File: config.mk
export PLATFORM = sky130hd
export DESIGN_NAME = two_group_round_robin_task_scheduler_core
export DESIGN_NICKNAME = d
export VERILOG_FILES = /design/src/hdl/tgrr_pkg.sv /design/src/hdl/tgrr_timer.sv /design/src/hdl/tgrr_group.sv /design/src/hdl/two_group_round_robin_task_scheduler_core.sv
export SDC_FILE = /design/constraint.sdc
export NUM_CORES = 1
export LEC_CHECK = 0
export BUFFER_PORTS_ARGS = -buffer_cell sky130_fd_sc_hd__buf_2
export CAP_MARGIN = 5
export CORE_UTILIZATION = 45
export DETAILED_ROUTE_END_ITERATION = 10
export PLACE_DENSITY = 0.71
export SLEW_MARGIN = 20
export SYNTH_ARGS = -nofsm -noshare
export SYNTH_HDL_FRONTEND = slang
export SYNTH_SLANG_ARGS = --single-unit
File: constraint.sdc
create_clock -name clk -period 7.88 [get_ports clk]
set_input_delay 0.394 -clock clk [delete_from_list [all_inputs] [get_ports clk]]
set_output_delay 0.394 -clock clk [all_outputs]
set_load 0.005 [all_outputs]
File: src/hdl/tgrr_pkg.sv
// Shared types and constants for the two-group round-robin task scheduler.
// Used by tgrr_timer, tgrr_group and the top level; depends on nothing.
package tgrr_pkg;

  // Slots in each group; slot code SLOTS_PER_GROUP marks an empty age entry
  localparam int SLOTS_PER_GROUP = 5;
  localparam int SLOT_W = $clog2(SLOTS_PER_GROUP + 1);
  localparam int PERIOD_W = 16;

  localparam logic [PERIOD_W-1:0] ADMIT_PERIOD_RESET = PERIOD_W'(401);
  localparam logic [PERIOD_W-1:0] EVICT_PERIOD_RESET = PERIOD_W'(2001);

  typedef logic [SLOT_W-1:0] slot_t;

  localparam slot_t SLOT_EMPTY = SLOT_W'(SLOTS_PER_GROUP);

  // Item operation codes
  typedef enum logic {
    OP_TICK   = 1'b0,
    OP_REMOVE = 1'b1
  } opcode_t;

  // Configuration register indexes
  typedef enum logic {
    CFG_ADMIT_PERIOD = 1'b0,
    CFG_EVICT_PERIOD = 1'b1
  } cfg_idx_t;

  // Per-group control for one item, already gated by the item stage
  typedef struct packed {
    logic  tick;
    logic  admit_fire;
    logic  evict_fire;
    logic  entry_free;
    logic  remove;
    slot_t rm_slot;
  } grp_ctl_t;

  // Per-group status for one item
  typedef struct packed {
    logic  admitted;
    logic  evicted;
    logic  removed;
    logic  found;
    slot_t next_idx;
  } grp_stat_t;

endpackage

File: src/hdl/tgrr_timer.sv
// Periodic tick timer: fires at zero, counts up and wraps at its period.
// Depends on tgrr_pkg.
module tgrr_timer (
  input  logic                          clk,
  input  logic                          rst_n,
  input  logic                          advance,
  input  logic [tgrr_pkg::PERIOD_W-1:0] period,
  output logic                          fire
);
  import tgrr_pkg::*;

  logic [PERIOD_W-1:0] cnt_r;
  logic [PERIOD_W-1:0] cnt_nxt;
  logic [PERIOD_W-1:0] eff_period;
  logic [PERIOD_W:0]   incr;

  assign fire = (cnt_r == '0);

  // A zero period behaves as a period of one
  always_comb begin
    eff_period = (period == '0) ? PERIOD_W'(1) : period;
    incr = {1'b0, cnt_r} + (PERIOD_W + 1)'(1);
    if (!advance) begin
      cnt_nxt = cnt_r;
    end else if (incr >= {1'b0, eff_period}) begin
      cnt_nxt = '0;
    end else begin
      cnt_nxt = incr[PERIOD_W-1:0];
    end
  end

  always_ff @(posedge clk) begin
    if (!rst_n) begin
      cnt_r <= '0;
    end else begin
      cnt_r <= cnt_nxt;
    end
  end

endmodule

File: src/hdl/tgrr_group.sv
// One task group: active mask, age order, live count and round-robin pointer,
// with the admit / evict / remove update and the next-active search.
// Depends on tgrr_pkg.
module tgrr_group (
  input  logic                clk,
  input  logic                rst_n,
  input  tgrr_pkg::grp_ctl_t  ctl,
  input  logic                take,
  output tgrr_pkg::grp_stat_t stat
);
  import tgrr_pkg::*;

  localparam int S = SLOTS_PER_GROUP;
  localparam int SUM_W = SLOT_W + 1;

  typedef logic [S-1:0] mask_t;
  typedef slot_t [S-1:0] age_t;

  typedef struct packed {
    mask_t mask;
    age_t  age;
    slot_t cnt;
  } gst_t;

  gst_t  st_r;
  gst_t  st_nxt;
  slot_t ptr_r;
  slot_t ptr_nxt;

  // status bits, gathered into stat in one place
  logic  adm_c;
  logic  ev_c;
  logic  rem_c;
  logic  found_c;
  slot_t next_idx_c;

  // Activate the lowest free slot and append it to the age order
  function automatic gst_t admit_step(input gst_t s, input logic en, output logic ok);
    gst_t  r;
    logic  hit;
    slot_t sel;
    r   = s;
    hit = 1'b0;
    sel = '0;
    ok  = 1'b0;
    if (en && (s.cnt < SLOT_W'(S))) begin
      for (int i = 0; i < S; i++) begin
        if (!hit && !s.mask[i]) begin
          hit       = 1'b1;
          r.mask[i] = 1'b1;
          sel       = SLOT_W'(i);
        end
      end
      if (hit) begin
        for (int h = 0; h < S; h++) begin
          if (SLOT_W'(h) == s.cnt) begin
            r.age[h] = sel;
          end
        end
        r.cnt = s.cnt + SLOT_W'(1);
        ok    = 1'b1;
      end
    end
    return r;
  endfunction

  // Evict the oldest task of a full group
  function automatic gst_t evict_step(input gst_t s, input logic en, output logic ok);
    gst_t r;
    r  = s;
    ok = 1'b0;
    if (en && (s.cnt >= SLOT_W'(S))) begin
      ok = 1'b1;
      for (int i = 0; i < S; i++) begin
        if (s.age[0] == SLOT_W'(i)) begin
          r.mask[i] = 1'b0;
        end
      end
      for (int h = 0; h < S - 1; h++) begin
        r.age[h] = s.age[h+1];
      end
      r.age[S-1] = SLOT_EMPTY;
      r.cnt = s.cnt - SLOT_W'(1);
    end
    return r;
  endfunction

  // Deactivate one slot and drop its entry from the age order
  function automatic gst_t remove_step(input gst_t s, input logic en, input slot_t slot,
                                       output logic ok);
    gst_t r;
    logic hit;
    logic sh;
    r   = s;
    hit = 1'b0;
    sh  = 1'b0;
    for (int i = 0; i < S; i++) begin
      if ((slot == SLOT_W'(i)) && s.mask[i]) begin
        hit = 1'b1;
      end
    end
    ok = en && hit;
    if (en && hit) begin
      for (int i = 0; i < S; i++) begin
        if (slot == SLOT_W'(i)) begin
          r.mask[i] = 1'b0;
        end
      end
      // first matching live entry and everything younger shift down
      for (int h = 0; h < S - 1; h++) begin
        if ((SLOT_W'(h) < s.cnt) && (s.age[h] == slot)) begin
          sh = 1'b1;
        end
        if (sh) begin
          r.age[h] = s.age[h+1];
        end
      end
      if ((SLOT_W'(S - 1) < s.cnt) && (s.age[S-1] == slot)) begin
        sh = 1'b1;
      end
      if (sh) begin
        r.age[S-1] = SLOT_EMPTY;
      end
      if (s.cnt != '0) begin
        r.cnt = s.cnt - SLOT_W'(1);
      end
    end
    return r;
  endfunction

  // Tick path: admit, evict, re-admit; remove path stands beside it
  always_comb begin
    gst_t s1;
    gst_t s2;
    gst_t s3;
    gst_t sr;
    logic adm1;
    logic adm2;
    logic ev;
    logic rem;
    s1 = admit_step(st_r, ctl.tick && ctl.admit_fire && ctl.entry_free, adm1);
    s2 = evict_step(s1, ctl.tick && ctl.evict_fire, ev);
    s3 = admit_step(s2, ev && !adm1 && ctl.entry_free, adm2);
    sr = remove_step(st_r, ctl.remove, ctl.rm_slot, rem);
    st_nxt = ctl.remove ? sr : s3;
    adm_c  = adm1 | adm2;
    ev_c   = ev;
    rem_c  = rem;
  end

  // Next active slot after the pointer, wrapping, on the updated mask
  always_comb begin
    logic [SUM_W-1:0] c;
    logic             hit;
    hit = 1'b0;
    next_idx_c = '0;
    for (int i = 1; i <= S; i++) begin
      c = {1'b0, ptr_r} + SUM_W'(i);
      if (c >= SUM_W'(S)) begin
        c = c - SUM_W'(S);
      end
      for (int j = 0; j < S; j++) begin
        if (!hit && (c == SUM_W'(j)) && st_nxt.mask[j]) begin
          hit = 1'b1;
          next_idx_c = SLOT_W'(j);
        end
      end
    end
    found_c = hit;
  end

  assign stat = '{admitted: adm_c, evicted: ev_c, removed: rem_c, found: found_c,
                  next_idx: next_idx_c};

  assign ptr_nxt = take ? next_idx_c : ptr_r;

  always_ff @(posedge clk) begin
    if (!rst_n) begin
      st_r.mask <= '0;
      st_r.cnt  <= '0;
      for (int h = 0; h < S; h++) begin
        st_r.age[h] <= SLOT_EMPTY;
      end
      ptr_r <= '0;
    end else begin
      st_r  <= st_nxt;
      ptr_r <= ptr_nxt;
    end
  end

endmodule

File: src/hdl/two_group_round_robin_task_scheduler_core.sv
// Two-group round-robin task scheduler: two five-slot groups with timed
// admission, timed eviction of the oldest task, remove operations, and a
// round-robin pick that alternates between the groups.
// Depends on tgrr_pkg, tgrr_timer and tgrr_group.
//
// Each item (a scheduling tick or a remove) is taken into an input register
// and its result is loaded into the output register, raising out_valid, once
// that register is free or its result is being drained. One item is accepted
// every clock cycle for as long as results are drained; the figure is set by
// the combinational group update (admit, evict, re-admit, then the five-slot
// next-active search) between the input and output registers. A waiting
// result does not block the next item from entering the input register.
// Both timers start at zero, so both fire on the first tick. The period
// registers reset to 401 and 2001 ticks and are written through the cfg port,
// which is always ready; write it only while no item is in flight.
module two_group_round_robin_task_scheduler_core (
  input  logic                          clk,
  input  logic                          rst_n,
  // item input
  input  logic                          in_valid,
  output logic                          in_ready,
  input  logic                          in_opcode,
  input  logic                          in_halt,
  input  logic                          in_entry_free_a,
  input  logic                          in_entry_free_b,
  input  logic                          in_target_group,
  input  logic [tgrr_pkg::SLOT_W-1:0]   in_target_slot,
  // result output
  output logic                          out_valid,
  input  logic                          out_ready,
  output logic                          out_run_group,
  output logic [tgrr_pkg::SLOT_W-1:0]   out_run_slot,
  output logic                          out_run_idle,
  output logic                          out_admitted_a,
  output logic                          out_admitted_b,
  output logic                          out_evicted_a,
  output logic                          out_evicted_b,
  output logic                          out_removed,
  // configuration writes
  input  logic                          cfg_valid,
  output logic                          cfg_ready,
  input  logic                          cfg_index,
  input  logic [tgrr_pkg::PERIOD_W-1:0] cfg_data
);
  import tgrr_pkg::*;

  // configuration registers
  logic [PERIOD_W-1:0] admit_period_r;
  logic [PERIOD_W-1:0] evict_period_r;

  // input stage
  logic    in_v_r;
  logic    in_v_nxt;
  opcode_t opcode_r;
  logic    halt_r;
  logic    free_a_r;
  logic    free_b_r;
  logic    tgroup_r;
  slot_t   tslot_r;

  // output stage
  logic  out_valid_r;
  logic  out_valid_nxt;
  logic  run_group_r;
  slot_t run_slot_r;
  logic  run_idle_r;
  logic  adm_a_r;
  logic  adm_b_r;
  logic  ev_a_r;
  logic  ev_b_r;
  logic  rem_r;

  logic      last_was_a_r;
  logic      last_was_a_nxt;
  logic      adv;
  logic      tick;
  logic      rmv;
  logic      admit_fire;
  logic      evict_fire;
  logic      take_a;
  logic      take_b;
  grp_ctl_t  ctl_a;
  grp_ctl_t  ctl_b;
  grp_stat_t stat_a;
  grp_stat_t stat_b;
  slot_t     run_slot;

  assign cfg_ready = 1'b1;

  always_ff @(posedge clk) begin
    if (!rst_n) begin
      admit_period_r <= ADMIT_PERIOD_RESET;
      evict_period_r <= EVICT_PERIOD_RESET;
    end else if (cfg_valid) begin
      if (cfg_index == CFG_ADMIT_PERIOD) begin
        admit_period_r <= cfg_data;
      end
      if (cfg_index == CFG_EVICT_PERIOD) begin
        evict_period_r <= cfg_data;
      end
    end
  end

  // Handshake: the held item moves on when the output register is free
  assign adv      = in_v_r && (!out_valid_r || out_ready);
  assign in_ready = !in_v_r || adv;

  always_comb begin
    if (in_valid && in_ready) begin
      in_v_nxt = 1'b1;
    end else if (adv) begin
      in_v_nxt = 1'b0;
    end else begin
      in_v_nxt = in_v_r;
    end
    if (adv) begin
      out_valid_nxt = 1'b1;
    end else if (out_ready) begin
      out_valid_nxt = 1'b0;
    end else begin
      out_valid_nxt = out_valid_r;
    end
  end

  always_ff @(posedge clk) begin
    if (!rst_n) begin
      in_v_r <= 1'b0;
    end else begin
      in_v_r <= in_v_nxt;
    end
  end

  always_ff @(posedge clk) begin
    if (in_valid && in_ready) begin
      opcode_r <= opcode_t'(in_opcode);
      halt_r   <= in_halt;
      free_a_r <= in_entry_free_a;
      free_b_r <= in_entry_free_b;
      tgroup_r <= in_target_group;
      tslot_r  <= in_target_slot;
    end
  end

  // Decode the item; halt suppresses everything
  assign tick = adv && !halt_r && (opcode_r == OP_TICK);
  assign rmv  = adv && !halt_r && (opcode_r == OP_REMOVE);

  tgrr_timer u_admit_timer (
    .clk     (clk),
    .rst_n   (rst_n),
    .advance (tick),
    .period  (admit_period_r),
    .fire    (admit_fire)
  );

  tgrr_timer u_evict_timer (
    .clk     (clk),
    .rst_n   (rst_n),
    .advance (tick),
    .period  (evict_period_r),
    .fire    (evict_fire)
  );

  always_comb begin
    ctl_a.tick       = tick;
    ctl_a.admit_fire = admit_fire;
    ctl_a.evict_fire = evict_fire;
    ctl_a.entry_free = free_a_r;
    ctl_a.remove     = rmv && !tgroup_r;
    ctl_a.rm_slot    = tslot_r;
    ctl_b.tick       = tick;
    ctl_b.admit_fire = admit_fire;
    ctl_b.evict_fire = evict_fire;
    ctl_b.entry_free = free_b_r;
    ctl_b.remove     = rmv && tgroup_r;
    ctl_b.rm_slot    = tslot_r;
  end

  tgrr_group u_group_a (
    .clk   (clk),
    .rst_n (rst_n),
    .ctl   (ctl_a),
    .take  (take_a),
    .stat  (stat_a)
  );

  tgrr_group u_group_b (
    .clk   (clk),
    .rst_n (rst_n),
    .ctl   (ctl_b),
    .take  (take_b),
    .stat  (stat_b)
  );

  // Group pick: the other group first, then the same one again
  assign take_b = tick && stat_b.found && (last_was_a_r || !stat_a.found);
  assign take_a = tick && stat_a.found && (!last_was_a_r || !stat_b.found);

  always_comb begin
    if (take_b) begin
      last_was_a_nxt = 1'b0;
      run_slot       = stat_b.next_idx;
    end else if (take_a) begin
      last_was_a_nxt = 1'b1;
      run_slot       = stat_a.next_idx;
    end else begin
      last_was_a_nxt = last_was_a_r;
      run_slot       = '0;
    end
  end

  always_ff @(posedge clk) begin
    if (!rst_n) begin
      last_was_a_r <= 1'b1;
      out_valid_r  <= 1'b0;
    end else begin
      last_was_a_r <= last_was_a_nxt;
      out_valid_r  <= out_valid_nxt;
    end
  end

  // Result register
  always_ff @(posedge clk) begin
    if (adv) begin
      run_group_r <= take_b;
      run_slot_r  <= run_slot;
      run_idle_r  <= !(take_a || take_b);
      adm_a_r     <= stat_a.admitted;
      adm_b_r     <= stat_b.admitted;
      ev_a_r      <= stat_a.evicted;
      ev_b_r      <= stat_b.evicted;
      rem_r       <= stat_a.removed || stat_b.removed;
    end
  end

  assign out_valid      = out_valid_r;
  assign out_run_group  = run_group_r;
  assign out_run_slot   = run_slot_r;
  assign out_run_idle   = run_idle_r;
  assign out_admitted_a = adm_a_r;
  assign out_admitted_b = adm_b_r;
  assign out_evicted_a  = ev_a_r;
  assign out_evicted_b  = ev_b_r;
  assign out_removed    = rem_r;

  // Checks
  a_one_pick: assert property (@(posedge clk) disable iff (!rst_n)
    $onehot0({take_a, take_b}))
    else $error("both groups picked for one item");

  a_halt_quiet: assert property (@(posedge clk) disable iff (!rst_n)
    (adv && halt_r) |=> (run_idle_r && !adm_a_r && !adm_b_r && !ev_a_r && !ev_b_r && !rem_r))
    else $error("halted item changed scheduling state");

  a_remove_idle: assert property (@(posedge clk) disable iff (!rst_n)
    (out_valid_r && rem_r) |-> (run_idle_r && !adm_a_r && !adm_b_r && !ev_a_r && !ev_b_r))
    else $error("remove result carries tick flags");

  a_slot_range: assert property (@(posedge clk) disable iff (!rst_n)
    (out_valid_r && !run_idle_r) |-> (run_slot_r < SLOT_EMPTY))
    else $error("chosen slot out of range");

endmodule
Yosys cells after proc, flatten, opt, wreduce, memory -nomap -nowiden
Cells that the tools add are included.
{"block": "totals", "reg_bits": 137, "input_bits": 30, "out_inout_bits": 13, "wordCells": 786}
{"block": "op_classes", "addsub": 30, "magnitude_cmp": 28, "eq_ne": 92, "n_mux": 298, "bitwise_logic": 4, "reduce_logical": 297}
{"operator": "$mux W3", "n": 80}
{"operator": "$mux W23", "n": 10}
{"operator": "$mux W1", "n": 178}
{"operator": "$logic_and A1 B1 Y1", "n": 161}
{"operator": "$logic_not A1 Y1", "n": 90}
{"operator": "$eq A4 B2 Y1 const B", "n": 20}
{"operator": "$mux W18", "n": 4}
{"operator": "$logic_not A16 Y1", "n": 4}
{"operator": "$mux W16", "n": 4}
{"operator": "$eq A4 B1 Y1 const B", "n": 10}
{"operator": "$eq A4 B3 Y1 const B", "n": 10}
{"operator": "$ge A4 B3 Y1 const B", "n": 10}
{"operator": "$logic_not A4 Y1", "n": 10}
{"operator": "$mux W4", "n": 10}
{"operator": "$sub A4 B3 Y4 const B", "n": 10}
{"operator": "$add A16 B1 Y17 const B", "n": 2}
{"operator": "$ge A17 B16 Y1", "n": 2}
{"operator": "$eq A3 B3 Y1", "n": 10}
{"operator": "$ne A2 B2 Y1 const B", "n": 14}
{"operator": "$reduce_and A2 Y1", "n": 14}
{"operator": "$eq A2 B3 Y1 const A", "n": 8}
{"operator": "$mux W2", "n": 12}
{"operator": "$logic_not A3 Y1", "n": 7}
{"operator": "$eq A3 B2 Y1 const B", "n": 6}
{"operator": "other kinds (19)", "n": 63}

Logic depth before layout (Yosys ltp)
{"block": "logic_depth", "depth_word": 156, "ltp_mapped": 23, "ltp_nobuf": 21}

Hierarchy
From an unflattened synthesis, not the netlist that was laid out.
{"block": "hier_totals", "hier_cells": 1657, "hier_area_um2": 13090.1}
{"mod": "tgrr_group at u_group_b", "n_inst": 1, "cells_per_inst": 571, "area_each_um2": 4152.7, "seq_area_each_um2": 520.5}
{"mod": "tgrr_group at u_group_a", "n_inst": 1, "cells_per_inst": 551, "area_each_um2": 4048.9, "seq_area_each_um2": 520.5}
{"mod": "tgrr_timer", "n_inst": 2, "cells_per_inst": 170, "area_each_um2": 1440.1, "seq_area_each_um2": 320.3}
{"mod": "two_group_round_robin_task_scheduler_core", "n_inst": 1, "cells_per_inst": 195, "area_each_um2": 2008.2, "seq_area_each_um2": 1241.2}

Least setup slack after synthesis
Ideal clock, no wire load.
{"block": "synth_path", "path_type": "register to register", "from": "register out_valid_r (netlist: out_valid)", "to": "register run_slot_r[2] (netlist: out_run_slot[2]) (data pin)", "setup_ns": 0.262, "t_arrival_ns": 4.706, "required_time_ns": 7.618, "path_slack_ns": 2.913, "stages_incl_launch_ff": 22, "path_buffers": 2, "period_less_slack_ns": 4.967, "cell_sequence": "dfxtp_1 nor2b_4 buf_6 or3_4 nor4_4 xnor2_1 inv_1 ha_1 clkbuf_1 or2_2 a211o_1 a31oi_1 a31oi_1 o311a_1 nor4b_1 nor2_1 o2111ai_1 nor4_4 a31oi_1 a21boi_4 o21ai_2 o21ai_1"}
{"block": "synth_via", "elab_cells_between_ends": 362, "cone_classes": "2 x add/sub; 4 x order compare; 8 x eq/ne; 142 x mux; 206 x reduce/logical"}
{"element": "start, declared", "line": "two_group_round_robin_task_scheduler_core.sv:62", "source": "logic out_valid_r;"}
{"element": "start signal, assigned", "line": "two_group_round_robin_task_scheduler_core.sv:218", "source": "out_valid_r <= out_valid_nxt;"}
{"element": "$logic_not A1 Y1 (*)", "line": "two_group_round_robin_task_scheduler_core.sv:105", "source": "assign adv = in_v_r && (!out_valid_r || out_ready);"}
{"element": "$logic_or A1 B1 Y1 (*)", "line": "two_group_round_robin_task_scheduler_core.sv:105"}
{"element": "$logic_and A1 B1 Y1 (*)", "line": "two_group_round_robin_task_scheduler_core.sv:105"}
{"element": "$logic_and A1 B1 Y1 (*)", "line": "two_group_round_robin_task_scheduler_core.sv:145, two_group_round_robin_task_scheduler_core.sv:146"}
{"element": "branches (longest 113 deep; another with $ge A3 B3 Y1)"}
{"element": "$logic_and A1 B1 Y1 (*)", "line": "two_group_round_robin_task_scheduler_core.sv:196", "source": "assign take_b = tick && stat_b.found && (last_was_a_r || !stat_a.found);"}
{"element": "net take_b", "line": "two_group_round_robin_task_scheduler_core.sv:81", "source": "logic take_b;"}
{"element": "$mux W3 (*)", "line": "two_group_round_robin_task_scheduler_core.sv:200", "source": "if (take_b) begin"}
{"element": "net run_slot[2]", "line": "two_group_round_robin_task_scheduler_core.sv:86", "source": "slot_t run_slot;"}
{"element": "end signal, assigned", "line": "two_group_round_robin_task_scheduler_core.sv:226", "source": "run_slot_r <= run_slot;"}
{"element": "end, declared", "line": "two_group_round_robin_task_scheduler_core.sv:65", "source": "slot_t run_slot_r;"}
Mark *: on every way through the listed nets, which the timed path passes. The select of a mux whose other input is x is not followed.
A chain may end at the register's enable or synchronous reset.

Final worst setup path
{"block": "layout_path", "from": "register halt_r", "to": "register run_slot_r[2] (netlist: out_run_slot[2]) (data pin)"}
{"block": "layout_via", "elab_cells_between_ends": 360, "cone_classes": "2 x add/sub; 4 x order compare; 8 x eq/ne; 142 x mux; 204 x reduce/logical"}
{"element": "start, declared", "line": "two_group_round_robin_task_scheduler_core.sv:55", "source": "logic halt_r;"}
{"element": "start signal, assigned", "line": "two_group_round_robin_task_scheduler_core.sv:136", "source": "halt_r <= in_halt;"}
{"element": "$logic_not A1 Y1 (*)", "line": "two_group_round_robin_task_scheduler_core.sv:145, two_group_round_robin_task_scheduler_core.sv:146"}
{"element": "$logic_and A1 B1 Y1 (*)", "line": "two_group_round_robin_task_scheduler_core.sv:145, two_group_round_robin_task_scheduler_core.sv:146"}
{"element": "branches (longest 113 deep; another with $ge A3 B3 Y1)"}
{"element": "$logic_and A1 B1 Y1 (*)", "line": "two_group_round_robin_task_scheduler_core.sv:196"}
{"element": "net take_b", "line": "two_group_round_robin_task_scheduler_core.sv:81"}
{"element": "$mux W3 (*)", "line": "two_group_round_robin_task_scheduler_core.sv:200"}
{"element": "net run_slot[2]", "line": "two_group_round_robin_task_scheduler_core.sv:86"}
Marked as above.

==> results.toml <==
[pwr]
p_total_w = 0.00179
powerDensity_mw_per_mm2 = 130
power.leakage_nw = 5.23
ir_drop_v = 0.000195

[yosys]
synth_edf_count = 18
ys_ff_latch = 137
ys_warn_count = 0
avgSynthCellArea_sq_um = 7.38
syn-num-nets = 1834
netlist_area_sq_mm = 0.0127
syn-instance-count = 1724
ys_async_sr_fraction = 0
synth-seq-area-share = 0.230
synthDistinctLibCells = 98
synth_flop_cell = "dfxtp_1"

[final_layout]
post-route-cell-area_sq_mm = 0.0137
fin_cells = 2096
drive_gt1_frac = 0.0868
area_growth_syn_to_layout_pct = 7.89
final_nets = 1814

[global_routing]
track_usage = 0.267
grt_max_degree = 63
grt_pass1_vias = 12300
antenna_found_initial = 1
overflow = 0
grt_pass1_wl_um = 62200

[drt]
dr.pass1.iters = 6
totalWireLength_um = 38700
num_vias = 13100
drtAntennaViolNets = 0
wl_per_cell_um = 18.4
drc = 0
drtIter0Drc = 1279
vias_per_cell = 6.23

[placement]
placed_cell_area_sq_mm = 0.0131
portBuffers = 41
dp_hpwl_um = 28600
routabilityCongestion = 0.950
placed_cells = 2063

[floorplanning]
fp.dieH_um = 170
start_util = 0.458
core_region_area_sq_mm = 0.0278
dieArea_sq_mm = 0.0289
pin_count = 43
die_w_um = 170
rows = 61

[setup_path]
cp-start-kind = "flip-flop"
endpoint_kind = "flip-flop"
path_class = "reg2reg"
r2r_start = "halt_r$_DFFE_PP_"
crit_required_ps = 8170
cp-startpoint = "halt_r$_DFFE_PP_"
arrival_ps = 6190
reg2reg_slack_ps = 1980
crit_fanout = 30

[clock_network]
cts_made_buffers = 17
cts_sinks = 137
cts-root-buf = "clkbuf_16"
clk_pin_slew_worst_paths_ps = 70
cts_resized = 0
cts_hold_buf = 0
clk_latency_ps = 440
cts_tree = "yes"
max-clock-path-buffers = 2
post-cts-setup-buffers = 0
htree_levels = 4

[timing]
worst_pin_slew_ps = 1030
finalSetupViolations = 0
finalSetupTns_ps = 0
timing_hold_violations_final = 0
max_freq_ghz = 0.169
layout_worst_path_cycle_share = 0.749
min_period_ps = 5900
skew_ps = 12.5
whs_ps = 130
grt_setup_unrepaired = "false"
slew_viol_final = 0
relSlewSlack = 0.311

[min_path]
hold_class = "in2reg"
min_from = "in_entry_free_b"

[status]
status = "completed"

[run]
max_cap_violations = 0
-- path summary, 6_finish.rpt --
check | end | cells past startpoint
max | out_run_slot[2]$_DFFE_PP_ | 19
min | free_b_r$_DFFE_PP_ | 1
max reg2reg | out_run_slot[2]$_DFFE_PP_ | 19
min reg2reg | evict_period_r[0]$_SDFFE_PN1P_ | 2
-- state kept, by name, indices dropped and copies added, names as in the netlist, 3 cells and up --
name and count:
u_group_a.st_r 23, out_run_slot 3, tslot_r 3, admit_period_r 16, u_group_b.st_r 23, u_admit_timer.cnt_r 16, u_group_b.ptr_r 3, evict_period_r 16
u_evict_timer.cnt_r 16, u_group_a.ptr_r 3
-- final cells by class --
| cell class | instances | area, sq um |
|---|---|---|
| Clock inverter | 15 | 174 |
| Inverter | 103 | 387 |
| Timing Repair Buffer | 52 | 288 |
| Clock buffer | 17 | 425 |
| Fill cell | 2754 | 14100 |
| Multi-Input combinational cell | 1393 | 9050 |
| Antenna cell | 1 | 2.50 |
| Sequential cell | 137 | 2920 |
| Tap cell | 378 | 473 |
-- power breakdown --
part	internal (W)	leakage (nW)	switching, W
clock	0.000455	0.297	0.000373
combinational	0.0000755	3.80	0.000138
sequential	0.000726	1.14	0.0000235
total	0.00126	5.23	0.000535
-- per-layer routing --
layer,track usage,share of wire,routed length (um),up-vias
met5,0,0,0,-
met4,0.119,0.032,1250,0
met3,0.0474,0.067,2610,97
met2,0.435,0.45,17500,563
met1,0.344,0.45,17300,6166
li1,-,-,-,6229
-- cells by family (layout without fill, tap and decap cells) --
family	Yosys count	count (layout)	synth area share
AO/OA/AOI/OAI	480	480	0.247
XOR/XNOR	73	73	0.0503
flip-flops	137	137	0.230
other	1	2	0.000295
AND/OR/NAND/NOR	693	693	0.279
adder cells (fa/ha/maj)	82	82	0.0814
multiplexers	64	64	0.0524
buffers and inverters	194	187	0.0597
-- cell usage after synthesis, drive strengths merged (29+ instances only) --
master,instances,area [sq um]
a21oi,127,636
a31oi,45,282
clkbuf,69,259
dfxtp,119,2380
ha,78,976
inv,100,375
mux2i,52,521
nand2,228,856
nand3,51,255
nor2,146,548
nor2b,29,189
nor3,62,332
nor4,44,433
o211ai,31,233
o21ai,101,509
xnor2,32,280
xor2,41,359
-- cells in the final DEF, fill, tap and decap left out, drive strengths merged, types with 6 or more instances in the layout --
cell,n
buf,52
and2,17
clkbuf,17
a221oi,7
a21oi,127
o32ai,9
nand2b,17
nor4,44
edfxtp,18
mux2i,52
a2111oi,6
nor2b,29
o22ai,22
nand3,51
a211oi,20
nor3,62
dfxtp,119
clkinv,6
nand4,21
nand2,228
nand3b,13
o211ai,31
nor4b,7
xnor2,32
a21boi,9
o21ai,101
nor2,146
and3,22
o21a,14
inv,111
xor2,41
o31ai,7
mux2,11
a22oi,14
ha,78
a31oi,45
or2,14
or3,8
a21o,10
-- worst max-delay path, stage by stage, from the launching register on --
cell and delay (ps):
edfxtp_1 350, nand2b_1 230, or3_4 560, nor4_4 750, xnor2_1 200, inv_1 90, ha_1 360, nor2_1 170
nor3_1 160, a21oi_1 70, a31oi_1 300, o311a_1 280, nor4b_1 550, nor2_1 200, o2111ai_1 550, nor4_4 120
a31oi_1 230, a21boi_4 350, o21ai_2 100, o21ai_1 120
-- stage by stage --
step | setup WS (ps) | utilization
after floorplan | 2910 | -
after global placement | 2290 | 0.472
after detailed placement | 2180 | 0.472
after CTS | 2150 | 0.494
after global routing | 1550 | 0.494
final | 1980 | 0.494
(Power assumes the default switching activity.)
